File: src/rtl/core/catan_pkg.sv
// Package for the CORDIC atan2 block: datapath widths and the arctangent table.
// No dependencies; used by cordic_atan2_degrees_top and its checker.
`timescale 1ns / 1ps

package catan_pkg;

	localparam int IN_W  = 15;	// input coordinate width
	localparam int XY_W  = 18;	// rotated vector width, holds growth of |x| and |y|
	localparam int SUM_W = 18;	// accumulated angle, at most 99435 in magnitude
	localparam int ANG_W = 19;	// result angle width
	localparam int EXT_W = 20;	// width used for the quadrant correction

	localparam int MAX_STEPS = 8;

	typedef logic signed [IN_W-1:0]  coord_t;
	typedef logic signed [XY_W-1:0]  vec_t;
	typedef logic signed [SUM_W-1:0] sum_t;
	typedef logic signed [ANG_W-1:0] angle_t;
	typedef logic signed [EXT_W-1:0] ext_t;

	localparam ext_t HALF_TURN = 20'sd180000;

	// Arctangent of 2^-i in millidegrees.
	localparam sum_t ATAN_TABLE [MAX_STEPS] = '{
		18'sd45000, 18'sd26565, 18'sd14036, 18'sd7125,
		18'sd3576,  18'sd1790,  18'sd895,   18'sd448
	};

endpackage

File: src/rtl/core/cordic_atan2_degrees_top.sv
// CORDIC vectoring atan2 returning the angle in millidegrees.
// Depends on catan_pkg for widths and the arctangent table.
//
//  channel  | ports                        | handshake
//  ---------+------------------------------+---------------------------------
//  command  | x_milli, y_milli             | beat taken when start && !busy
//  result   | angle_millideg               | one-cycle beat marked by done
//
// Each vector passes an input register and a result register, and done is
// the valid flag of the result register, so there is one result beat for
// every command beat.
// A new vector is taken every cycle; busy stays low as the iterations are
// unrolled between the two registers and hold no state between vectors.
// arst_n clears both valid flags; there is no result stall, so the receiver must
// take every result in the cycle it is shown; the block does not enforce this.
`timescale 1ns / 1ps

module cordic_atan2_degrees_top #(
	parameter int ITERATIONS = 7
) (
	input  logic                         clk,
	input  logic                         arst_n,
	input  logic                         start,
	output logic                         busy,
	input  catan_pkg::coord_t            x_milli,
	input  catan_pkg::coord_t            y_milli,
	output logic                         done,
	output catan_pkg::angle_t            angle_millideg
);

	localparam int STEPS = (ITERATIONS > catan_pkg::MAX_STEPS) ?
		catan_pkg::MAX_STEPS : ITERATIONS;

	logic              valid_s1;
	catan_pkg::coord_t x_s1;
	catan_pkg::coord_t y_s1;
	logic              valid_s2;
	catan_pkg::angle_t angle_s2;

	catan_pkg::sum_t   sum_c;
	catan_pkg::ext_t   angle_c;

	assign busy = 1'b0;

	always_ff @(posedge clk or negedge arst_n) begin
		if (!arst_n) begin
			valid_s1 <= 1'b0;
			valid_s2 <= 1'b0;
		end else begin
			valid_s1 <= start && !busy;
			valid_s2 <= valid_s1;
		end
	end

	always_ff @(posedge clk) begin
		if (start && !busy) begin
			x_s1 <= x_milli;
			y_s1 <= y_milli;
		end
		if (valid_s1) begin
			angle_s2 <= angle_c[catan_pkg::ANG_W-1:0];
		end
	end

	// Vectoring iterations on the absolute values; once y reaches zero the
	// remaining steps leave both the vector and the sum untouched.
	always_comb begin
		catan_pkg::vec_t x;
		catan_pkg::vec_t y;
		catan_pkg::vec_t xn;
		catan_pkg::vec_t yn;
		logic            stopped;
		x = catan_pkg::vec_t'(x_s1);
		y = catan_pkg::vec_t'(y_s1);
		if (x < 0) x = -x;
		if (y < 0) y = -y;
		sum_c   = '0;
		stopped = 1'b0;
		for (int i = 0; i < STEPS; i++) begin
			xn = x;
			yn = y;
			if (y == 0) begin
				stopped = 1'b1;
			end
			if (!stopped) begin
				if (y > 0) begin
					xn    = x + (y >>> i);
					yn    = y - (x >>> i);
					sum_c = sum_c + catan_pkg::ATAN_TABLE[3'(i)];
				end else begin
					xn    = x - (y >>> i);
					yn    = y + (x >>> i);
					sum_c = sum_c - catan_pkg::ATAN_TABLE[3'(i)];
				end
			end
			x = xn;
			y = yn;
		end
	end

	// Quadrant correction from the signs of the original coordinates.
	always_comb begin
		catan_pkg::ext_t s;
		s = catan_pkg::ext_t'(sum_c);
		unique case ({x_s1[catan_pkg::IN_W-1], y_s1[catan_pkg::IN_W-1]})
			2'b00:   angle_c = s;
			2'b01:   angle_c = -s;
			2'b10:   angle_c = catan_pkg::HALF_TURN - s;
			default: angle_c = s - catan_pkg::HALF_TURN;
		endcase
	end

	assign done           = valid_s2;
	assign angle_millideg = angle_s2;

endmodule

File: config.mk
export PLATFORM = sky130hd
export DESIGN_NAME = cordic_atan2_degrees_top
export DESIGN_NICKNAME = d
export VERILOG_FILES = /design/src/rtl/core/catan_pkg.sv /design/src/rtl/core/cordic_atan2_degrees_top.sv
export SDC_FILE = /design/constraint.sdc
export NUM_CORES = 1
export LEC_CHECK = 0
export ABC_CLOCK_PERIOD_IN_PS = 37500
export BUFFER_PORTS_ARGS = -buffer_cell sky130_fd_sc_hd__buf_2
export CORE_ASPECT_RATIO = 1.2
export CORE_MARGIN = 4
export CORE_UTILIZATION = 45
export DETAILED_ROUTE_END_ITERATION = 10
export PLACE_DENSITY = 0.67
export REMOVE_ABC_BUFFERS = 1
export SETUP_SLACK_MARGIN = 0.4
export SYNTH_ARGS = -nofsm -noshare
export SYNTH_HDL_FRONTEND = slang
export SYNTH_SLANG_ARGS = --single-unit
File: constraint.sdc
create_clock -name clk -period 37.5 [get_ports clk]
set_input_delay 9.375 -clock clk [delete_from_list [all_inputs] [get_ports clk]]
set_output_delay 9.375 -clock clk [all_outputs]
set_load 0.02 [all_outputs]
Word-level counts from Yosys, hierarchy flattened
Index checks and enable logic that the tools add are counted.
Widths: inputs -> output; s select.
{ "classes": {"addsub": 32, "magnitude_cmp": 8, "reduce_logical": 8, "eq_ne": 2, "n_mux": 43} }
{ "ops": {"columns": ["cell", "n"], "rows": [
  ["$mux 18", 35],
  ["$logic_not 32->1", 7],
  ["$gt 18x1->1 const B", 6],
  ["$pmux 19 s3", 1],
  ["$add 18x14->18", 2],
  ["$add 18x15->18", 2],
  ["$add 18x16->18", 2],
  ["$add 18x17->18", 2],
  ["$neg 15->18", 2],
  ["$sub 18x14->18", 2],
  ["$sub 18x15->18", 2],
  ["$sub 18x16->18", 2],
  ["$sub 18x17->18", 2],
  ["$sub 18x18->18", 2],
  ["$lt 15x1->1 const B", 2],
  ["$neg 18->19", 1],
  ["$sub 18x19->19 const B", 1],
  ["$sub 19x18->19 const A", 1],
  ["$add 18x13->18", 1],
  ["$add 18x14->18 const B", 1],
  ["$add 18x15->18 const B", 1],
  ["$add 18x16->18 const B", 1],
  ["$add 18x18->18", 1],
  ["$sub 18x13->18", 1],
  ["7 further kinds", 13]
]} }
{ "word_totals": {"output_inout_bits": 21, "reg_bits": 51, "wordCells": 98, "inputBits": 33} }

Logic depth before layout (Yosys ltp)
Gate-level depths: netlist of run 1.
{ "logic_depth": {"word_depth": 25, "depth_mapped": 72, "ltp_nobuf": 67} }

Worst setup path after synthesis of run 1
Ideal clock, no wire load.
{ "synth_path": {"path_type": "reg-to-reg", "from": "reg y_s1[14]", "to": "reg angle_s2[16] (netlist: angle_millideg[16]) (data pin)", "arrival_ns": 14.657, "stages_incl_launch_ff": 64, "setup_ns": 0.264, "slack_ns": 22.579, "required_ns": 37.236, "n_path_buf": 8, "synth_period_minus_slack_ns": 14.921, "path_cell_list": "edfxtp_1 -> clkbuf_1 -> buf_1 -> clkbuf_1 -> clkbuf_1 -> nand2_1 -> a21boi_0 -> ha_1 -> nor2b_1 -> o211a_1 -> or3_1 -> a211oi_1 -> nand3b_1 -> or4_1 -> o41a_1 -> inv_1 -> buf_2 -> nor2_1 -> (+28 left out) -> nand3b_1 -> inv_1 -> ha_1 -> a21oi_1 -> nor3b_1 -> nand3_1 -> o32ai_1 -> nand2_1 -> o211ai_1 -> nand2_1 -> o311ai_0 -> nand3_1 -> nand2b_1 -> mux2_2 -> nor3_1 -> o211ai_1 -> a211oi_2 -> xor2_1"} }
{ "synth_via": {"elab_chain_cells": 19, "elab_cells_between_ends": 58, "classes_between": "add/sub: 19; order compare: 5; eq/ne: 2; mux: 27; reduce/logical: 5"} }
{ "synth_lines": {"columns": ["item", "line", "rtl"], "rows": [
  ["from (decl)", "cordic_atan2_degrees_top.sv:36", "catan_pkg::coord_t y_s1;"],
  ["from (signal assigned)", "cordic_atan2_degrees_top.sv:58", "y_s1 <= y_milli;"],
  ["$neg 15->18 / $lt 15x1->1 (equally long branches)", "cordic_atan2_degrees_top.sv:76", "if (y < 0) y = -y;"],
  ["$mux 18", "cordic_atan2_degrees_top.sv:76", null],
  ["$add 18x18->18 (tied with other cells)", "cordic_atan2_degrees_top.sv:87, cordic_atan2_degrees_top.sv:92", null],
  ["$mux 18 / $mux 1 (equally long branches)", "cordic_atan2_degrees_top.sv:86, cordic_atan2_degrees_top.sv:82", null],
  ["$mux 18", "cordic_atan2_degrees_top.sv:85", "if (!stopped) begin"],
  ["$gt 18x1->1 (tied with other cells)", "cordic_atan2_degrees_top.sv:86", "if (y > 0) begin"],
  ["$mux 18 / $mux 1 (equally long branches)", "cordic_atan2_degrees_top.sv:86, cordic_atan2_degrees_top.sv:82", null],
  ["$mux 18", "cordic_atan2_degrees_top.sv:85", null],
  ["$sub 18x15->18 (tied with other cells)", "cordic_atan2_degrees_top.sv:93", "sum_c = sum_c - catan_pkg::ATAN_TABLE[3'(i)];"],
  ["$mux 18 / $mux 1 (equally long branches)", "cordic_atan2_degrees_top.sv:86, cordic_atan2_degrees_top.sv:82", null],
  ["$mux 18", "cordic_atan2_degrees_top.sv:85", null],
  ["$sub 18x14->18 (tied with other cells)", "cordic_atan2_degrees_top.sv:93", null],
  ["$mux 18 / $mux 1 (equally long branches)", "cordic_atan2_degrees_top.sv:86, cordic_atan2_degrees_top.sv:82", null],
  ["$mux 18 (4 in a row)", "cordic_atan2_degrees_top.sv:85", null],
  ["$sub 18x19->19 (tied with other cells)", "cordic_atan2_degrees_top.sv:109", "default: angle_c = s - catan_pkg::HALF_TURN;"],
  ["$pmux 19 s3 (*)", "cordic_atan2_degrees_top.sv:105", "unique case ({x_s1[catan_pkg::IN_W-1], y_s1[catan_pkg::IN_W-1]})"],
  ["net angle_c[16]", "cordic_atan2_degrees_top.sv:41", "catan_pkg::ext_t angle_c;"],
  ["to (signal assigned)", "cordic_atan2_degrees_top.sv:61", "angle_s2 <= angle_c[catan_pkg::ANG_W-1:0];"],
  ["to (decl)", "cordic_atan2_degrees_top.sv:38", "catan_pkg::angle_t angle_s2;"]
]} }
The timed path passes the listed nets; every way through them passes the cells marked *. The select of a mux whose other input is x is not followed.
A chain may end at the register's enable or synchronous reset.

Worst setup path in the final report of run 1
{ "layout_path": {"from": "reg x_s1[0]", "to": "reg angle_s2[16] (netlist: angle_millideg[16]) (data pin)"} }
{ "layout_via": {"elab_chain_cells": 19, "elab_cells_between_ends": 48, "classes_between": "add/sub: 17; order compare: 4; mux: 24; reduce/logical: 3"} }
{ "layout_lines": {"columns": ["item", "line", "rtl"], "rows": [
  ["from (decl)", "cordic_atan2_degrees_top.sv:35", "catan_pkg::coord_t x_s1;"],
  ["from (signal assigned)", "cordic_atan2_degrees_top.sv:57", "x_s1 <= x_milli;"],
  ["$neg 15->18 / $lt 15x1->1 (equally long branches)", "cordic_atan2_degrees_top.sv:75", "if (x < 0) x = -x;"],
  ["$mux 18 (*)", "cordic_atan2_degrees_top.sv:75", null],
  ["$add 18x18->18 (tied with other cells)", "cordic_atan2_degrees_top.sv:87, cordic_atan2_degrees_top.sv:92", null],
  ["$mux 18", "cordic_atan2_degrees_top.sv:86", null],
  ["$mux 18", "cordic_atan2_degrees_top.sv:85", null],
  ["$gt 18x1->1 (tied with other cells)", "cordic_atan2_degrees_top.sv:86", null],
  ["$mux 18 / $mux 1 (equally long branches)", "cordic_atan2_degrees_top.sv:86, cordic_atan2_degrees_top.sv:82", null],
  ["$mux 18", "cordic_atan2_degrees_top.sv:85", null],
  ["$sub 18x15->18 (tied with other cells)", "cordic_atan2_degrees_top.sv:93", null],
  ["$mux 18 / $mux 1 (equally long branches)", "cordic_atan2_degrees_top.sv:86, cordic_atan2_degrees_top.sv:82", null],
  ["$mux 18", "cordic_atan2_degrees_top.sv:85", null],
  ["$sub 18x14->18 (tied with other cells)", "cordic_atan2_degrees_top.sv:93", null],
  ["$mux 18 / $mux 1 (equally long branches)", "cordic_atan2_degrees_top.sv:86, cordic_atan2_degrees_top.sv:82", null],
  ["$mux 18 (*) (4 in a row)", "cordic_atan2_degrees_top.sv:85", null],
  ["$sub 18x19->19 (tied with other cells)", "cordic_atan2_degrees_top.sv:109", null],
  ["$pmux 19 s3 (*)", "cordic_atan2_degrees_top.sv:105", null],
  ["net angle_c[16]", "cordic_atan2_degrees_top.sv:41", null]
]} }
Marked as above.

==> results of run 1 <==
==> worst paths after layout <==
check                                                     to  slack, ns  cells past startpoint
worst max-delay path            angle_millideg[16]$_DFFE_PP_      20.03                     61
worst min-delay path                          done$_DFF_PN0_       0.89                      0
worst min register to register                done$_DFF_PN0_       0.89                      0
max in group asynchronous                     done$_DFF_PN0_      28.57                      1
worst max register to register  angle_millideg[16]$_DFFE_PP_      20.03                     61
min in group asynchronous                 valid_s1$_DFF_PN0_       8.84                      1
==> layout by cell type (no fill, tap or decap), types with 19 or more instances in the layout <==
cell	count
a21o_1	20
inv_1	123
nor2b_1	19
a211oi_1	23
mux2i_1	33
nor2_1	182
nand3_1	34
xnor2_1	96
o21a_1	20
edfxtp_1	49
ha_1	139
a21oi_1	133
xor2_1	46
and2_1	30
buf_2	52
nand2b_1	31
nor3_1	52
or3_1	27
a31oi_1	23
nand2_1	110
o211ai_1	22
o21ai_0	99
==> cell type report <==
type	count	area (sq um)	area share [%]
well taps	335	419	3.24
clock buffers	5	125	0.966
multi-input cells	1450	10100	77.8
flip-flops and latches	51	1520	11.8
repair buffers	61	328	2.53
clock inverters	3	23.8	0.184
inverters	123	462	3.57
==> sequential cells by signal, summed over array words and instances, names as in the netlist <==
signal / count
done: 1
angle_millideg: 19
y_s1: 15
valid_s1: 1
x_s1: 15
==> through the flow <==
stage	worst slack, ns	util [%]	cell area (sq um)	instances	hold slack (ns)
2_1_floorplan	21.50	-	12000	1624	0.726
3_3_place_gp	20.64	48.1	12800	2020	0.870
3_5_place_dp	20.28	48.1	12800	2020	0.908
4_1_cts	20.22	48.7	12900	2028	0.919
5_1_grt	18.61	48.7	12900	2028	0.956
6_report	20.03	48.7	12900	2028	0.892
==> critical path: cells and delay by family (launching register included) <==
kind	cells	cell delay, ns
AOI/OAI and AO/OA	22	6.60
xor gates and xnor gates	4	0.74
adders and majority gates	5	1.87
buffers and inverters	7	1.72
DFF	1	0.48
muxes	2	0.45
and+or+nand+nor	21	5.35
==> cells by family (layout without fill, tap and decap cells) <==
family	Yosys count	in the layout	share of synthesized area, %
other cells	2	15	0.0612
flops	51	51	12.4
compound gates	494	494	26.9
xor+xnor	142	142	10.1
buf+inv	186	192	6.09
simple gates	602	602	24.8
mux	52	52	4.45
fa+ha+maj	145	145	15.1
==> routing by layer <==
| metal | share of wire (%) | up-vias | wire length, microns |
|---|---|---|---|
| met5 | 0 | - | 0 |
| met4 | 3.7 | 0 | 1430 |
| met3 | 4.0 | 82 | 1520 |
| met2 | 49 | 393 | 18900 |
| met1 | 43 | 5831 | 16500 |
| li1 | - | 6117 | - |
==> flow_summary.toml, run 1 <==
[status]
status = "finished clean"

[clocking]
insertion_delay_ns = 0.32
post_cts_resized = 0
htree_levels = 2
root_buffer = "clkbuf_16"
path_clk_slew_ns = 0.09
numClockSinks = 51
tritoncts = "built"
cts.path.max_buffers = 2
ctsHoldBuffers = 0
cts_made_buffers = 5
cts_setup_buffers = 0

[cells_and_area]
antenna_cells = 0
drive_above_1_share_pct = 7.38
finalNetCount = 1870
nFillCells = 2679
areaGrowthSynthToFinish_pct = 5.47

[detailed_routing]
drt_iter0_drc = 943
vias = 12423
vias_per_cell = 6.13
wl_microns = 38300
ant_nets = 0
firstDrtPassIters = 5
drc = 0
wl_per_cell_microns = 18.9

[synthesis]
ys_types = 93
yosys-top-cells-area = "ha_1 14%, edfxtp_1 12%, xnor2_1 6.9%"
synth_most_common_cell = "nor2_1"
synthTopCellsByCount = "182 x nor2_1, 139 x ha_1, 133 x a21oi_1, 123 x inv_1, 110 x nand2_1"
yosys.area.top_type_share_pct = 14.2
syn_avg_cell_area_sq_um = 7.33
synthArstFlopShare_pct = 3.92
synth-seq-area-share_pct = 12.4
ys_seq_elements = 51
synth_edf_count = 49
ys_dominant_reg_cell = "edfxtp_1"
yosys_warnings = 0
netlist_area_sq_mm = 0.0123
postSynthCellCount = 1674
yosysTopAreaCell = "ha_1"

[critical_path]
start_kind = "flip-flop"
path_max_fanout = 33
cp_slowest_cell = "or4_1"
cp-end-kind = "flip-flop"
crit_start = "x_s1[0]$_DFFE_PP_"
worstSetupPathType = "reg -> reg"
critPathMaxStageDelay_ns = 0.61
rr_startpoint = "x_s1[0]$_DFFE_PP_"
crit_required_ns = 37.57
cp.arrival_ns = 17.55

[min_path]
min_from = "valid_s1$_DFF_PN0_"
hold_class = "reg -> reg"

[sta]
worst_pin_slew_ns = 1.07
clock_skew_ns = 0.0211
hold_violations = 0
finalCritPeriodShare_pct = 46.6
max_freq_mhz = 57.2
slew-limit-headroom_pct = 26.5
final_max_slew_viol_count = 0
report.final.setup_viol = 0
tns_ns = 0
grt_setup_unrepaired = "false"
min_period_ns = 17.47

[grt]
grt_pass1_wl_microns = 61200
grt_pass1_vias = 11721
grt_use_met1_pct = 30.0
grt_util_met3_pct = 2.11
use_met2_pct = 44.9
antenna_found_initial = 0
busiest_layer = "met2"
overflow = 0
grtUsageTotal_pct = 24.5
grt_max_degree = 51

[floorplan]
fp-row-count = 65
pin_count = 54
die_w_microns = 159
die_h_microns = 189
dieArea_sq_mm = 0.0300
core_sq_mm = 0.0266
start_util_pct = 46.2

[place]
post-dp-hpwl_microns = 31500
gp_congestion = 0.962
placement.io_buffers = 52

[run]
max_cap_viol_count = 0
Power of run 1 is not shown: default switching activity piles up to over one toggle a cycle in this logic, so the estimate is an artifact.
==> inputs of run 2 (changes only) <==
--- a/config.mk
+++ b/config.mk
@@ -5,13 +5,14 @@
 export SDC_FILE = /design/constraint.sdc
 export NUM_CORES = 1
 export LEC_CHECK = 0
-export ABC_CLOCK_PERIOD_IN_PS = 37500
+export ABC_AREA = 1
+export ABC_CLOCK_PERIOD_IN_PS = 14350
 export BUFFER_PORTS_ARGS = -buffer_cell sky130_fd_sc_hd__buf_2
 export CORE_ASPECT_RATIO = 1.2
 export CORE_MARGIN = 4
 export CORE_UTILIZATION = 45
 export DETAILED_ROUTE_END_ITERATION = 10
-export PLACE_DENSITY = 0.67
+export PLACE_DENSITY = 0.7
 export REMOVE_ABC_BUFFERS = 1
 export SETUP_SLACK_MARGIN = 0.4
 export SYNTH_ARGS = -nofsm -noshare
==> constraint.sdc (replaced) <==
create_clock -name clk -period 14.35 [get_ports clk]
set_input_delay 3.5875 -clock clk [delete_from_list [all_inputs] [get_ports clk]]
set_output_delay 3.5875 -clock clk [all_outputs]
set_load 0.02 [all_outputs]
==> run 2 against run 1 <==
Against the previous run: register-to-register slack got worse by 18 ns; count of clock-buffer cells in the layout rose by 1; hold slack got worse by 0.0032 ns; area after synthesis fell by 4.0%; design area fell by 0.67%; sequential share of layout area rose by 0.079 points; critical path depth rose by 35; via count fell by 2.2%; fmax rose by 36%; sequential cell count did not move; highest routed layer unchanged.
==> flow_summary.toml, run 2 <==
[sta]
grt_setup_unrepaired = "false"
final_max_slew_viol_count = 0
tns_ns = 0
slew-limit-headroom_pct = 32.2
min_period_ns = 12.82
report.final.setup_viol = 0
worst_pin_slew_ns = 1.01
hold_violations = 0
finalCritPeriodShare_pct = 89.4
max_freq_mhz = 78.0
clock_skew_ns = 0.0103

[cells_and_area]
areaGrowthSynthToFinish_pct = 9.13
finalNetCount = 2136
antenna_cells = 0
stdcell_count = 2289
final_cell_mix = "480 x nand2_1, 281 x inv_1, 152 x nor2_1"
final_common_cell = "nand2_1"
drive_above_1_share_pct = 12.1
largest_register_ffs = 19

[status]
status = "finished clean"

[synthesis]
synthTopCellsByCount = "485 x nand2_1, 283 x inv_1, 155 x nor2_1, 152 x nand3_1, 139 x ha_1"
netlist_area_sq_mm = 0.0118
ys_types = 55
synth-seq-area-share_pct = 12.9
syn_avg_cell_area_sq_um = 6.21
yosysTopAreaCell = "nand2_1"
yosys.area.top_type_share_pct = 15.4
ys_dominant_reg_cell = "edfxtp_1"
synthArstFlopShare_pct = 3.92
synth_edf_count = 49
yosys_warnings = 0
postSynthCellCount = 1898
synth_most_common_cell = "nand2_1"
yosys-top-cells-area = "nand2_1 15%, ha_1 15%, edfxtp_1 12%"
ys_seq_elements = 51

[floorplan]
die_h_microns = 185
core_sq_mm = 0.0256
fp-row-count = 64
dieArea_sq_mm = 0.0288
die_w_microns = 156
start_util_pct = 46.0
pin_count = 54

[detailed_routing]
wl_per_cell_microns = 14.2
vias_per_cell = 5.31
ant_nets = 0
firstDrtPassIters = 8
vias = 12151
drt_iter0_drc = 798
wl_microns = 32400
drc = 0

[grt]
overflow = 0
antenna_found_initial = 0
grtUsageTotal_pct = 21.9
grt_pass1_wl_microns = 52800
grt_max_degree = 46
grt_pass1_vias = 11412

[critical_path]
cp.buffers_inverters = 14
cp.arrival_ns = 12.88
cp_common_cell = "nand2_1"
r2r_cells = 96
worstSetupPathType = "reg -> reg"
r2r_end = "angle_millideg[17]$_DFFE_PP_"
cp_top_family = "simple AND/OR/NAND/NOR gates"
crit_path_end = "angle_millideg[17]$_DFFE_PP_"
ff2ff_setup_slack_ns = 1.53
start_kind = "flip-flop"
critPathMaxStageDelay_ns = 0.43
crit_required_ns = 14.41
path_max_fanout = 9
cp.depth = 96
cp_slowest_cell = "edfxtp_1"
crit_start = "x_s1[0]$_DFFE_PP_"
cp-end-kind = "flip-flop"
rr_startpoint = "x_s1[0]$_DFFE_PP_"

[clocking]
cts_made_buffers = 5
path_clk_slew_ns = 0.07
root_buffer = "clkbuf_16"
tritoncts = "built"
insertion_delay_ns = 0.31
cts.path.max_buffers = 2
htree_levels = 2
numClockSinks = 51
ctsHoldBuffers = 0

[place]
placement.io_buffers = 52
placedCellCount = 2271
gp_congestion = 0.990
post-dp-hpwl_microns = 26600

[run]
max_cap_viol_count = 0

[min_path]
hold_class = "reg -> reg"
[run 2: area by class of cell]
class,count,area (sq um)
Clock buffer,6,129
Clock inverter,2,17.5
Fill cell,2615,12800
Inverter,310,1180
Multi-Input combinational cell,1514,9160
Sequential cell,51,1520
Tap cell,330,413
Timing Repair Buffer,76,444
[run 2: what timing repair did]
action / in CTS / in global routing
endpoints found under the setup margin: 8 / 13
resized for setup: 10 / 59
pin swaps: 0 / 17
setup buffers: 0 / 10
[run 2: layer usage]
layer  up-vias  track usage [%]  routed length, microns
li1       6231                -                       -
met1      5494             27.7                   14100
met2       373             39.7                   15800
met3        53             1.47                    1630
met4         0             7.11                     882
met5         -                0                       0
[run 2: logic make-up after synthesis]
logic type,share of synthesized area [%]
adder cells (fa/ha/maj),15.8
flip-flops,12.9
AND/OR/NAND/NOR,35.8
XOR/XNOR,9.95
AO/OA/AOI/OAI,13.6
other,0.0637
buffers and inverters,11.9
[run 2: worst min path at each step]
| stage | from | end | cells after the start |
|---|---|---|---|
| 6_report | valid_s1$_DFF_PN0_ | done$_DFF_PN0_ | 0 |
| 3_3_place_gp | valid_s1$_DFF_PN0_ | done$_DFF_PN0_ | 0 |
| 5_1_grt | x_s1[14]$_DFFE_PP_ | angle_millideg[5]$_DFFE_PP_ | 4 |
| 3_5_place_dp | x_s1[14]$_DFFE_PP_ | angle_millideg[5]$_DFFE_PP_ | 4 |
| 2_1_floorplan | valid_s1$_DFF_PN0_ | done$_DFF_PN0_ | 0 |
| 4_1_cts | valid_s1$_DFF_PN0_ | done$_DFF_PN0_ | 0 |
[run 2: metrics by stage]
stage               util (%)  setup WS [ns]  cell area (sq um)  hold WS [ns]
CTS                     49.0          0.419              12600         0.894
detailed placement      48.3        -0.0860              12400         0.898
global placement        48.3          0.267              12400         0.883
floorplan                  -          0.481              11600         0.726
finish                  50.2           1.53              12900         0.889
global route            50.2          0.295              12900         0.949
[run 2: worst reg2reg max path, delay by kind of cell, from the launching register on]
family | cells | cell delay [ns]
compound gates | 27 | 4.21
xor+xnor | 4 | 0.64
fa+ha+maj | 5 | 1.48
buf+inv | 14 | 1.27
flops | 1 | 0.43
simple gates | 46 | 4.53
Power of run 2 is left out for the same reason.
